===== src/hdl/mhpq_pkg.sv =====
// mhpq_pkg: shared types and constants of the min-heap priority queue
// no dependencies; used by the channel interfaces and the top level

package mhpq_pkg;

	localparam int KEY_W    = 16;
	localparam int PAY_W    = 8;
	localparam int STATUS_W = 2;
	localparam int COUNT_W  = 7;
	localparam int CAP_W    = 7;

	localparam logic [CAP_W-1:0] CAP_RESET = 7'd64;

	localparam logic MODE_INSERT  = 1'b0;
	localparam logic MODE_EXTRACT = 1'b1;

	typedef enum logic [STATUS_W-1:0] {
		STAT_OK    = 2'd0,
		STAT_FULL  = 2'd1,
		STAT_EMPTY = 2'd2
	} status_t;

	typedef enum logic [2:0] {
		S_IDLE,
		S_I_CHK,
		S_I_CMP,
		S_X_LOAD,
		S_X_CHK,
		S_X_CMP,
		S_RES
	} state_t;

endpackage


===== src/hdl/mhpq_if.sv =====
// mhpq_req_if, mhpq_rsp_if: valid/ready channels of the heap queue
// depends on mhpq_pkg for field widths

interface mhpq_req_if;
	import mhpq_pkg::*;
	logic             valid;
	logic             ready;
	logic             mode;
	logic [KEY_W-1:0] key;
	logic [PAY_W-1:0] payload;

	modport source (output valid, output mode, output key, output payload, input ready);
	modport sink   (input valid, input mode, input key, input payload, output ready);
endinterface

interface mhpq_rsp_if;
	import mhpq_pkg::*;
	logic                valid;
	logic                ready;
	logic [STATUS_W-1:0] status;
	logic [KEY_W-1:0]    out_key;
	logic [PAY_W-1:0]    out_payload;
	logic [COUNT_W-1:0]  count;

	modport source (output valid, output status, output out_key, output out_payload,
		output count, input ready);
	modport sink   (input valid, input status, input out_key, input out_payload,
		input count, output ready);
endinterface


===== src/hdl/min_heap_priority_queue_top.sv =====
// min_heap_priority_queue_top: binary min-heap with one shared compare step per cycle
// insert: check, sift-up, finish; extract: root load, check, sift-down, finish; full or empty
// beats go straight to finish; one item in flight, next beat taken on return to idle
// the single-write, dual-read heap memory sets one tree level per cycle
// reset (arst_n low): count 0, capacity 64, no result pending; heap contents are not cleared
// depends on mhpq_pkg and mhpq_if

module min_heap_priority_queue_top #(
	parameter int DEPTH    = 64,
	parameter int KEY_BITS = 16
) (
	input  logic                       clk,
	input  logic                       arst_n,
	mhpq_req_if.sink                   req,
	mhpq_rsp_if.source                 rsp,
	input  logic                       cfg_we,
	input  logic [mhpq_pkg::CAP_W-1:0] cfg_wdata
);
	import mhpq_pkg::*;

	localparam int AW   = $clog2(DEPTH);
	localparam int PW   = $clog2(DEPTH + 1);
	localparam int EW   = KEY_BITS + PAY_W;
	localparam int CMPW = (PW > CAP_W) ? PW : CAP_W;

	logic [EW-1:0] mem [DEPTH];

	state_t               state_q, state_d;
	logic [PW-1:0]        count_q, pos_q, n_q;
	logic [CAP_W-1:0]     cap_q;
	logic [EW-1:0]        x_q, rd_a_q, rd_b_q;
	status_t              st_q;
	logic [KEY_BITS-1:0]  rk_q;
	logic [PAY_W-1:0]     rp_q;

	logic                 out_valid_q;
	status_t              out_status_q;
	logic [KEY_W-1:0]     out_key_q;
	logic [PAY_W-1:0]     out_pay_q;
	logic [COUNT_W-1:0]   out_count_q;

	logic                 mem_we, ra_en, rb_en;
	logic [AW-1:0]        mem_wa, ra_addr, rb_addr;
	logic [EW-1:0]        mem_wd;

	logic                 req_fire, out_free, full;
	logic [CMPW-1:0]      capw, depw, cap_eff;
	logic [KEY_BITS-1:0]  key_x, key_a, key_b;
	logic [PW-1:0]        par, gpar, jc_p;
	logic [PW:0]          jw, nw, jc_w, gjw;
	logic                 has_l, has_r, right_sel, ins_lt, x_gt, has_gl;
	logic [EW-1:0]        child;

	assign req_fire = req.valid && req.ready;
	assign out_free = !out_valid_q || rsp.ready;

	assign capw    = CMPW'(cap_q);
	assign depw    = CMPW'(DEPTH);
	assign cap_eff = (capw > depw) ? depw : capw;
	assign full    = CMPW'(count_q) >= cap_eff;

	// shared compare unit operands
	assign key_x = x_q[EW-1 -: KEY_BITS];
	assign key_a = rd_a_q[EW-1 -: KEY_BITS];
	assign key_b = rd_b_q[EW-1 -: KEY_BITS];

	assign par  = pos_q >> 1;
	assign gpar = par >> 1;
	assign ins_lt = key_x < key_a;

	assign jw    = {pos_q, 1'b0};
	assign nw    = {1'b0, n_q};
	assign has_l = jw <= nw;
	assign has_r = (jw + 1'b1) <= nw;
	assign right_sel = has_r && (key_b < key_a);
	assign child = right_sel ? rd_b_q : rd_a_q;
	assign jc_w  = right_sel ? (jw + 1'b1) : jw;
	assign jc_p  = PW'(jc_w);
	assign x_gt  = key_x > child[EW-1 -: KEY_BITS];
	assign gjw   = {jc_p, 1'b0};
	assign has_gl = gjw <= nw;

	// next state
	always_comb begin
		state_d = state_q;
		case (state_q)
			S_IDLE: begin
				if (req_fire) begin
					if (req.mode == MODE_INSERT)
						state_d = full ? S_RES : S_I_CHK;
					else
						state_d = (count_q == '0) ? S_RES : S_X_LOAD;
				end
			end
			S_I_CHK:  state_d = (pos_q == PW'(1)) ? S_RES : S_I_CMP;
			S_I_CMP:  state_d = (ins_lt && par != PW'(1)) ? S_I_CMP : S_RES;
			S_X_LOAD: state_d = S_X_CHK;
			S_X_CHK:  state_d = has_l ? S_X_CMP : S_RES;
			S_X_CMP:  state_d = (x_gt && has_gl) ? S_X_CMP : S_RES;
			S_RES:    state_d = out_free ? S_IDLE : S_RES;
			default:  state_d = S_IDLE;
		endcase
	end

	// memory control
	always_comb begin
		mem_we  = 1'b0;
		mem_wa  = '0;
		mem_wd  = x_q;
		ra_en   = 1'b0;
		ra_addr = '0;
		rb_en   = 1'b0;
		rb_addr = '0;
		case (state_q)
			S_IDLE: begin
				if (req_fire && req.mode == MODE_EXTRACT && count_q != '0) begin
					ra_en   = 1'b1;
					rb_en   = 1'b1;
					rb_addr = AW'(count_q - 1'b1);
				end
			end
			S_I_CHK: begin
				if (pos_q != PW'(1)) begin
					ra_en   = 1'b1;
					ra_addr = AW'(par - 1'b1);
				end
			end
			S_I_CMP: begin
				if (ins_lt) begin
					mem_we = 1'b1;
					mem_wa = AW'(pos_q - 1'b1);
					mem_wd = rd_a_q;
					if (par != PW'(1)) begin
						ra_en   = 1'b1;
						ra_addr = AW'(gpar - 1'b1);
					end
				end
			end
			S_X_CHK: begin
				if (has_l) begin
					ra_en   = 1'b1;
					ra_addr = AW'(jw - 1'b1);
					rb_en   = 1'b1;
					rb_addr = AW'(jw);
				end
			end
			S_X_CMP: begin
				if (x_gt) begin
					mem_we = 1'b1;
					mem_wa = AW'(pos_q - 1'b1);
					mem_wd = child;
					if (has_gl) begin
						ra_en   = 1'b1;
						ra_addr = AW'(gjw - 1'b1);
						rb_en   = 1'b1;
						rb_addr = AW'(gjw);
					end
				end
			end
			S_RES: begin
				if (out_free && st_q == STAT_OK) begin
					mem_we = 1'b1;
					mem_wa = AW'(pos_q - 1'b1);
				end
			end
			default: begin
				mem_we = 1'b0;
			end
		endcase
	end

	assign req.ready = (state_q == S_IDLE);

	always_ff @(posedge clk) begin
		if (mem_we)
			mem[mem_wa] <= mem_wd;
		if (ra_en)
			rd_a_q <= mem[ra_addr];
		if (rb_en)
			rd_b_q <= mem[rb_addr];
	end

	always_ff @(posedge clk or negedge arst_n) begin
		if (!arst_n) begin
			state_q <= S_IDLE;
		end else begin
			state_q <= state_d;
		end
	end

	// working registers
	always_ff @(posedge clk) begin
		case (state_q)
			S_IDLE: begin
				if (req_fire) begin
					x_q  <= {KEY_BITS'(req.key), req.payload};
					rk_q <= '0;
					rp_q <= '0;
					if (req.mode == MODE_INSERT) begin
						if (full) begin
							st_q <= STAT_FULL;
							n_q  <= count_q;
						end else begin
							st_q  <= STAT_OK;
							n_q   <= PW'(count_q + 1'b1);
							pos_q <= PW'(count_q + 1'b1);
						end
					end else if (count_q == '0) begin
						st_q <= STAT_EMPTY;
						n_q  <= '0;
					end else begin
						st_q <= STAT_OK;
						n_q  <= PW'(count_q - 1'b1);
					end
				end
			end
			S_I_CMP: begin
				if (ins_lt)
					pos_q <= par;
			end
			S_X_LOAD: begin
				rk_q  <= key_a;
				rp_q  <= rd_a_q[PAY_W-1:0];
				x_q   <= rd_b_q;
				pos_q <= PW'(1);
			end
			S_X_CMP: begin
				if (x_gt)
					pos_q <= jc_p;
			end
			default: begin
				rk_q <= rk_q;
			end
		endcase
	end

	always_ff @(posedge clk or negedge arst_n) begin
		if (!arst_n) begin
			count_q     <= '0;
			cap_q       <= CAP_RESET;
			out_valid_q <= 1'b0;
		end else begin
			if (cfg_we)
				cap_q <= cfg_wdata;
			if (rsp.valid && rsp.ready)
				out_valid_q <= 1'b0;
			if (state_q == S_RES && out_free) begin
				out_valid_q <= 1'b1;
				count_q     <= n_q;
			end
		end
	end

	// result beat
	always_ff @(posedge clk) begin
		if (state_q == S_RES && out_free) begin
			out_status_q <= st_q;
			out_key_q    <= KEY_W'(rk_q);
			out_pay_q    <= rp_q;
			out_count_q  <= COUNT_W'(n_q);
		end
	end

	assign rsp.valid       = out_valid_q;
	assign rsp.status      = out_status_q;
	assign rsp.out_key     = out_key_q;
	assign rsp.out_payload = out_pay_q;
	assign rsp.count       = out_count_q;

	a_count_bound: assert property (@(posedge clk) disable iff (!arst_n)
		count_q <= PW'(DEPTH))
		else $error("heap count above depth");

	a_write_state: assert property (@(posedge clk) disable iff (!arst_n)
		mem_we |-> (state_q == S_I_CMP || state_q == S_X_CMP || state_q == S_RES))
		else $error("heap write outside a sift or finish step");

	a_accept_busy: assert property (@(posedge clk) disable iff (!arst_n)
		req_fire |=> state_q != S_IDLE)
		else $error("accepted beat did not start work");

	a_rsp_source: assert property (@(posedge clk) disable iff (!arst_n)
		$rose(out_valid_q) |-> $past(state_q) == S_RES)
		else $error("result beat raised outside finish step");

	a_load_after_idle: assert property (@(posedge clk) disable iff (!arst_n)
		state_q == S_X_LOAD |-> $past(state_q) == S_IDLE)
		else $error("root load not preceded by accept");

endmodule


===== src/flat_wrapper.sv =====
// flat-port wrapper written by rule: the top's interface ports become plain ports
module min_heap_priority_queue_top_flat import mhpq_pkg::*;
#(
	parameter int DEPTH    = 64,
	parameter int KEY_BITS = 16
)
  (clk, arst_n, cfg_we, cfg_wdata, req_valid, req_mode, req_key, req_payload, req_ready, rsp_valid, rsp_status, rsp_out_key, rsp_out_payload, rsp_count, rsp_ready);
  mhpq_req_if req_i ();
  mhpq_rsp_if rsp_i ();
  input  logic clk;
  input  logic arst_n;
  input  logic cfg_we;
  input  logic [mhpq_pkg::CAP_W-1:0] cfg_wdata;
  input wire logic [$bits(req_i.valid)-1:0] req_valid;
  input wire logic [$bits(req_i.mode)-1:0] req_mode;
  input wire logic [$bits(req_i.key)-1:0] req_key;
  input wire logic [$bits(req_i.payload)-1:0] req_payload;
  output wire logic [$bits(req_i.ready)-1:0] req_ready;
  output wire logic [$bits(rsp_i.valid)-1:0] rsp_valid;
  output wire logic [$bits(rsp_i.status)-1:0] rsp_status;
  output wire logic [$bits(rsp_i.out_key)-1:0] rsp_out_key;
  output wire logic [$bits(rsp_i.out_payload)-1:0] rsp_out_payload;
  output wire logic [$bits(rsp_i.count)-1:0] rsp_count;
  input wire logic [$bits(rsp_i.ready)-1:0] rsp_ready;
  assign req_i.valid = req_valid;
  assign req_i.mode = req_mode;
  assign req_i.key = req_key;
  assign req_i.payload = req_payload;
  assign req_ready = req_i.ready;
  assign rsp_valid = rsp_i.valid;
  assign rsp_status = rsp_i.status;
  assign rsp_out_key = rsp_i.out_key;
  assign rsp_out_payload = rsp_i.out_payload;
  assign rsp_count = rsp_i.count;
  assign rsp_i.ready = rsp_ready;
  min_heap_priority_queue_top #(.DEPTH(DEPTH), .KEY_BITS(KEY_BITS)) u_core (.clk(clk), .arst_n(arst_n), .req(req_i), .rsp(rsp_i), .cfg_we(cfg_we), .cfg_wdata(cfg_wdata));
endmodule

===== config.mk =====
export PLATFORM = sky130hd
export DESIGN_NAME = min_heap_priority_queue_top_flat
export DESIGN_NICKNAME = d
export VERILOG_FILES = /design/src/hdl/mhpq_pkg.sv /design/src/hdl/mhpq_if.sv /design/src/hdl/min_heap_priority_queue_top.sv /design/src/flat_wrapper.sv
export SDC_FILE = /design/constraint.sdc
export NUM_CORES = 2
export LEC_CHECK = 0
export BUFFER_PORTS_ARGS = -buffer_cell sky130_fd_sc_hd__buf_2
export CAP_MARGIN = 15
export CORE_MARGIN = 2
export CORE_UTILIZATION = 40
export CTS_CLUSTER_DIAMETER = 40
export DETAILED_ROUTE_END_ITERATION = 7
export HOLD_SLACK_MARGIN = 0.15
export PLACE_DENSITY = 0.54
export SYNTH_ARGS = -nofsm -noshare
export SYNTH_HDL_FRONTEND = slang
export SYNTH_SLANG_ARGS = --single-unit
export TNS_END_PERCENT = 100

===== constraint.sdc =====
create_clock -name clk -period 16.6 [get_ports clk]
set_input_delay 3.32 -clock clk [delete_from_list [all_inputs] [get_ports clk]]
set_output_delay 3.32 -clock clk [all_outputs]
set_load 0.03 [all_outputs]

==> run_results.csv <==
group,metric,value,unit
logic_synthesis,synth_nets,5022,
critical_path,path_class,"register to register",
sta,max_slew_margin,0.00393,
logic_synthesis,async_flop_share,0.0106,
global_route,grtUsageTotal,0.285,
floorplanning,initial_core_util,0.402,
cts,numCtsBuffers,235,
flow_run,drv_cap,0,
logic_synthesis,netlist_instances,4910,
power_and_ir_drop,total_leakage_power,28.7,nW
global_route,grt_max_degree,128,
critical_path,cp_data_arrival_time,10480,ps
sta,rsz0062_at_grt,"no",
global_route,grt_pass1_wl,406000,µm
cts,cts_hold_buf,0,
floorplanning,core,197000,µm²
sta,worst_pin_slew,1490,ps
cts,clock_latency,880,ps
logic_synthesis,ys_warn_count,0,
cts,postCtsSetupBuffers,0,
route,drt_iter0_markers,7243,
floorplanning,pin_count,72,
finish,layout.cells.non_filler,7847,
sta,skew,30.7,ps
placement,place_congestion,0.914,
power_and_ir_drop,irDropWorstVdd,0.000326,V
route,drtAntennaViolNets,0,
finish,final_cell_mix,"edfxtp_1 (1,681), mux4_2 (452), nand2_1 (360), mux2i_1 (254), a221oi_1 (240)",
cts,htree_levels,4,
sta,hold_viol,0,
cts,ctsResizeCount,0,
cts,cts_tree,"built",
critical_path,start_kind,"register",
route,drc,0,
placement,dp.cells,7396,
logic_synthesis,synth.distinct_cells,85,
sta,setup_tns,0,ps
critical_path,cpPeakStageDelay,930,ps
route,first_pass_iters,7,
route,viasPerCell,6.68,
finish,num-nets-final,5108,
power_and_ir_drop,p_per_area,232,nW/µm²
critical_path,slowest_stage,"o31ai_1",
critical_path,critPathRequiredTime,17130,ps
logic_synthesis,netlist_area,79200,µm²
floorplanning,rows,163,
critical_path,crit_path_cell_trace,"ha_1 -> a211oi_1 -> nand2_1 -> o2bb2ai_1 -> o211ai_1 -> buf_4 -> inv_2 -> mux2i_1 -> ha_1 -> nand4_1 -> nor4_1 -> a21boi_1 -> o31ai_1 -> buf_4 -> o31ai_4 -> buf_4 -> buf_4 -> buf_12 -> mux2i_1 -> o21ai_0 -> nand4_1 -> o31ai_1",
finish,drive_gt1_frac,0.245,
sta,maxSlewViolCount,0,
route,vias,52431,
logic_synthesis,synth_sequential_area_ratio,0.643,
critical_path,endpoint_kind,"register",
floorplanning,die_area,202000,µm²
cts,clock-root-buffer,"clkbuf_16",
logic_synthesis,ys.flop_type,"edfxtp_1",
sta,period_share,0.600,
worst_hold_path,min_path_type,"register to register",
placement,io_buffers,71,
global_route,antenna_found_initial,12,
cts,clk_path_buf_depth,3,
cts,clk_pin_slew_worst_paths,60,ps
finish,final_common_cell,"edfxtp_1",
sta,max_freq,100,MHz
logic_synthesis,synth-edff-count,1681,
global_route,overflow,0,
sta,finalSetupViolCount,0,
cts,cts_sinks,1699,
floorplanning,dieWidth,449,µm
critical_path,cp_common_cell,"buf_4",
sta,layout_min_cycle_time,9950,ps
logic_synthesis,syn_area_per_cell,16.1,µm²
placement,hpwlAfterDp,166000,µm
status,status,"finished, final reports clean",
global_route,grt_pass1_vias,50875,
floorplanning,die_h,449,µm
logic_synthesis,synth-seq-cells,1699,
route,wl,293000,µm
finish,syn2layout_area_growth,14.9,%
critical_path,crit_fanout,96,
route,wl_per_cell,37.4,µm
final timing paths:
kind / end / startpoint / depth (start not counted) / slack (ps)
hold / removal: u_core.rsp.out_payload[0]$_DFFE_PP_ / u_core.rp_q[0]$_SDFFCE_PN0P_ / 0 / 420
hold reg to reg: u_core.rsp.out_payload[0]$_DFFE_PP_ / u_core.rp_q[0]$_SDFFCE_PN0P_ / 0 / 420
setup reg to reg: u_core.rd_b_q[9]$_DFFE_PP_ / u_core.pos_q[5]$_DFFE_PP_ / 22 / 6650
max in group asynchronous: u_core.cap_q[6]$_DFFE_PN1P_ / arst_n / 1 / 13870
setup / recovery: u_core.rd_b_q[9]$_DFFE_PP_ / u_core.pos_q[5]$_DFFE_PP_ / 22 / 6650
min in group asynchronous: u_core.cap_q[4]$_DFFE_PN0P_ / arst_n / 1 / 2380
worst max-delay path: cells and delay by family, from the launching register on:
kind / cells / cell delay (ps)
mux: 2 / 430
fa+ha+maj: 2 / 570
compound gates: 8 / 3730
flops: 1 / 740
simple gates: 4 / 1050
buf+inv: 6 / 2760
report_power, final:
part / switching, mW / total (mW) / internal, mW
clock: 2.04 / 5.12 / 3.07
sequential: 0.303 / 6.84 / 6.54
combinational: 6.46 / 9.14 / 2.67
total: 8.81 / 21.1 / 12.3
stage by stage:
step	util	hold slack [ps]	instance area, µm²	power (mW)	worst slack, ps
after global placement	0.421	402	82900	15.8	6780
after CTS	0.462	418	91000	20.9	7200
after detailed placement	0.421	405	82900	15.8	7250
after global routing	0.462	416	91100	21.6	6470
after floorplan	-	400	79200	12.0	9940
final	0.462	417	91100	21.1	6650
routing by layer:
layer	vias up	global-route usage	routed length (µm)
met1	27510	0.379	112000
met5	-	0	370
met2	3473	0.434	133000
met4	10	0.145	16300
met3	640	0.0697	31600
li1	20798	-	-
sequential cells by signal (all words and copies together) (netlist names), 8 cells and up:
register and count:
u_core.mem 1536, u_core.rd_a_q 24, u_core.rd_b_q 24, u_core.rk_q 16, u_core.rp_q 8, u_core.rsp.out_key 16, u_core.rsp.out_payload 8, u_core.x_q 24
cell usage after synthesis (all sizes together), types with 14 or more instances:
cell type / instances / area share
a211oi: 32 / 0.0035
a21o: 15 / 0.0014
a21oi: 108 / 0.0070
a221o: 18 / 0.0023
a221oi: 243 / 0.027
a22oi: 140 / 0.013
a31oi: 26 / 0.0022
a32oi: 53 / 0.0059
and3: 62 / 0.0049
buf: 226 / 0.017
clkbuf: 173 / 0.0082
dfrtp: 17 / 0.0054
edfxtp: 1681 / 0.64
ha: 75 / 0.012
inv: 48 / 0.0023
mux2: 35 / 0.0050
mux2i: 254 / 0.032
mux4: 452 / 0.13
nand2: 366 / 0.017
nand3: 115 / 0.0073
nand4: 19 / 0.0015
nor2: 130 / 0.0063
o2111ai: 16 / 0.0018
o211ai: 14 / 0.0013
o21ai: 240 / 0.015
o22a: 25 / 0.0028
o22ai: 54 / 0.0043
o311ai: 40 / 0.0046
o31ai: 46 / 0.0045
or3: 39 / 0.0031
xnor2: 14 / 0.0015
cells by family after synthesis:
group	Yosys count	synth area share
AO/OA/AOI/OAI	1114	0.102
XOR/XNOR	27	0.00298
AND/OR/NAND/NOR	807	0.0470
flip-flops	1699	0.643
buffers and inverters	447	0.0276
adder cells (fa/ha/maj)	75	0.0118
multiplexers	741	0.166
area by class of cell:
type                       count  area (µm²)
antenna                        3        7.51
sequential                  1699       50900
multi-input combinational   2764       26700
inverter                      48         180
timing repair buffer         248        1840
tap                         2640        3300
clock buffer                 256        6030
clock inverter               189        2040
fill                       16977      106000
Note: power is estimated with default switching activity, not from simulation.
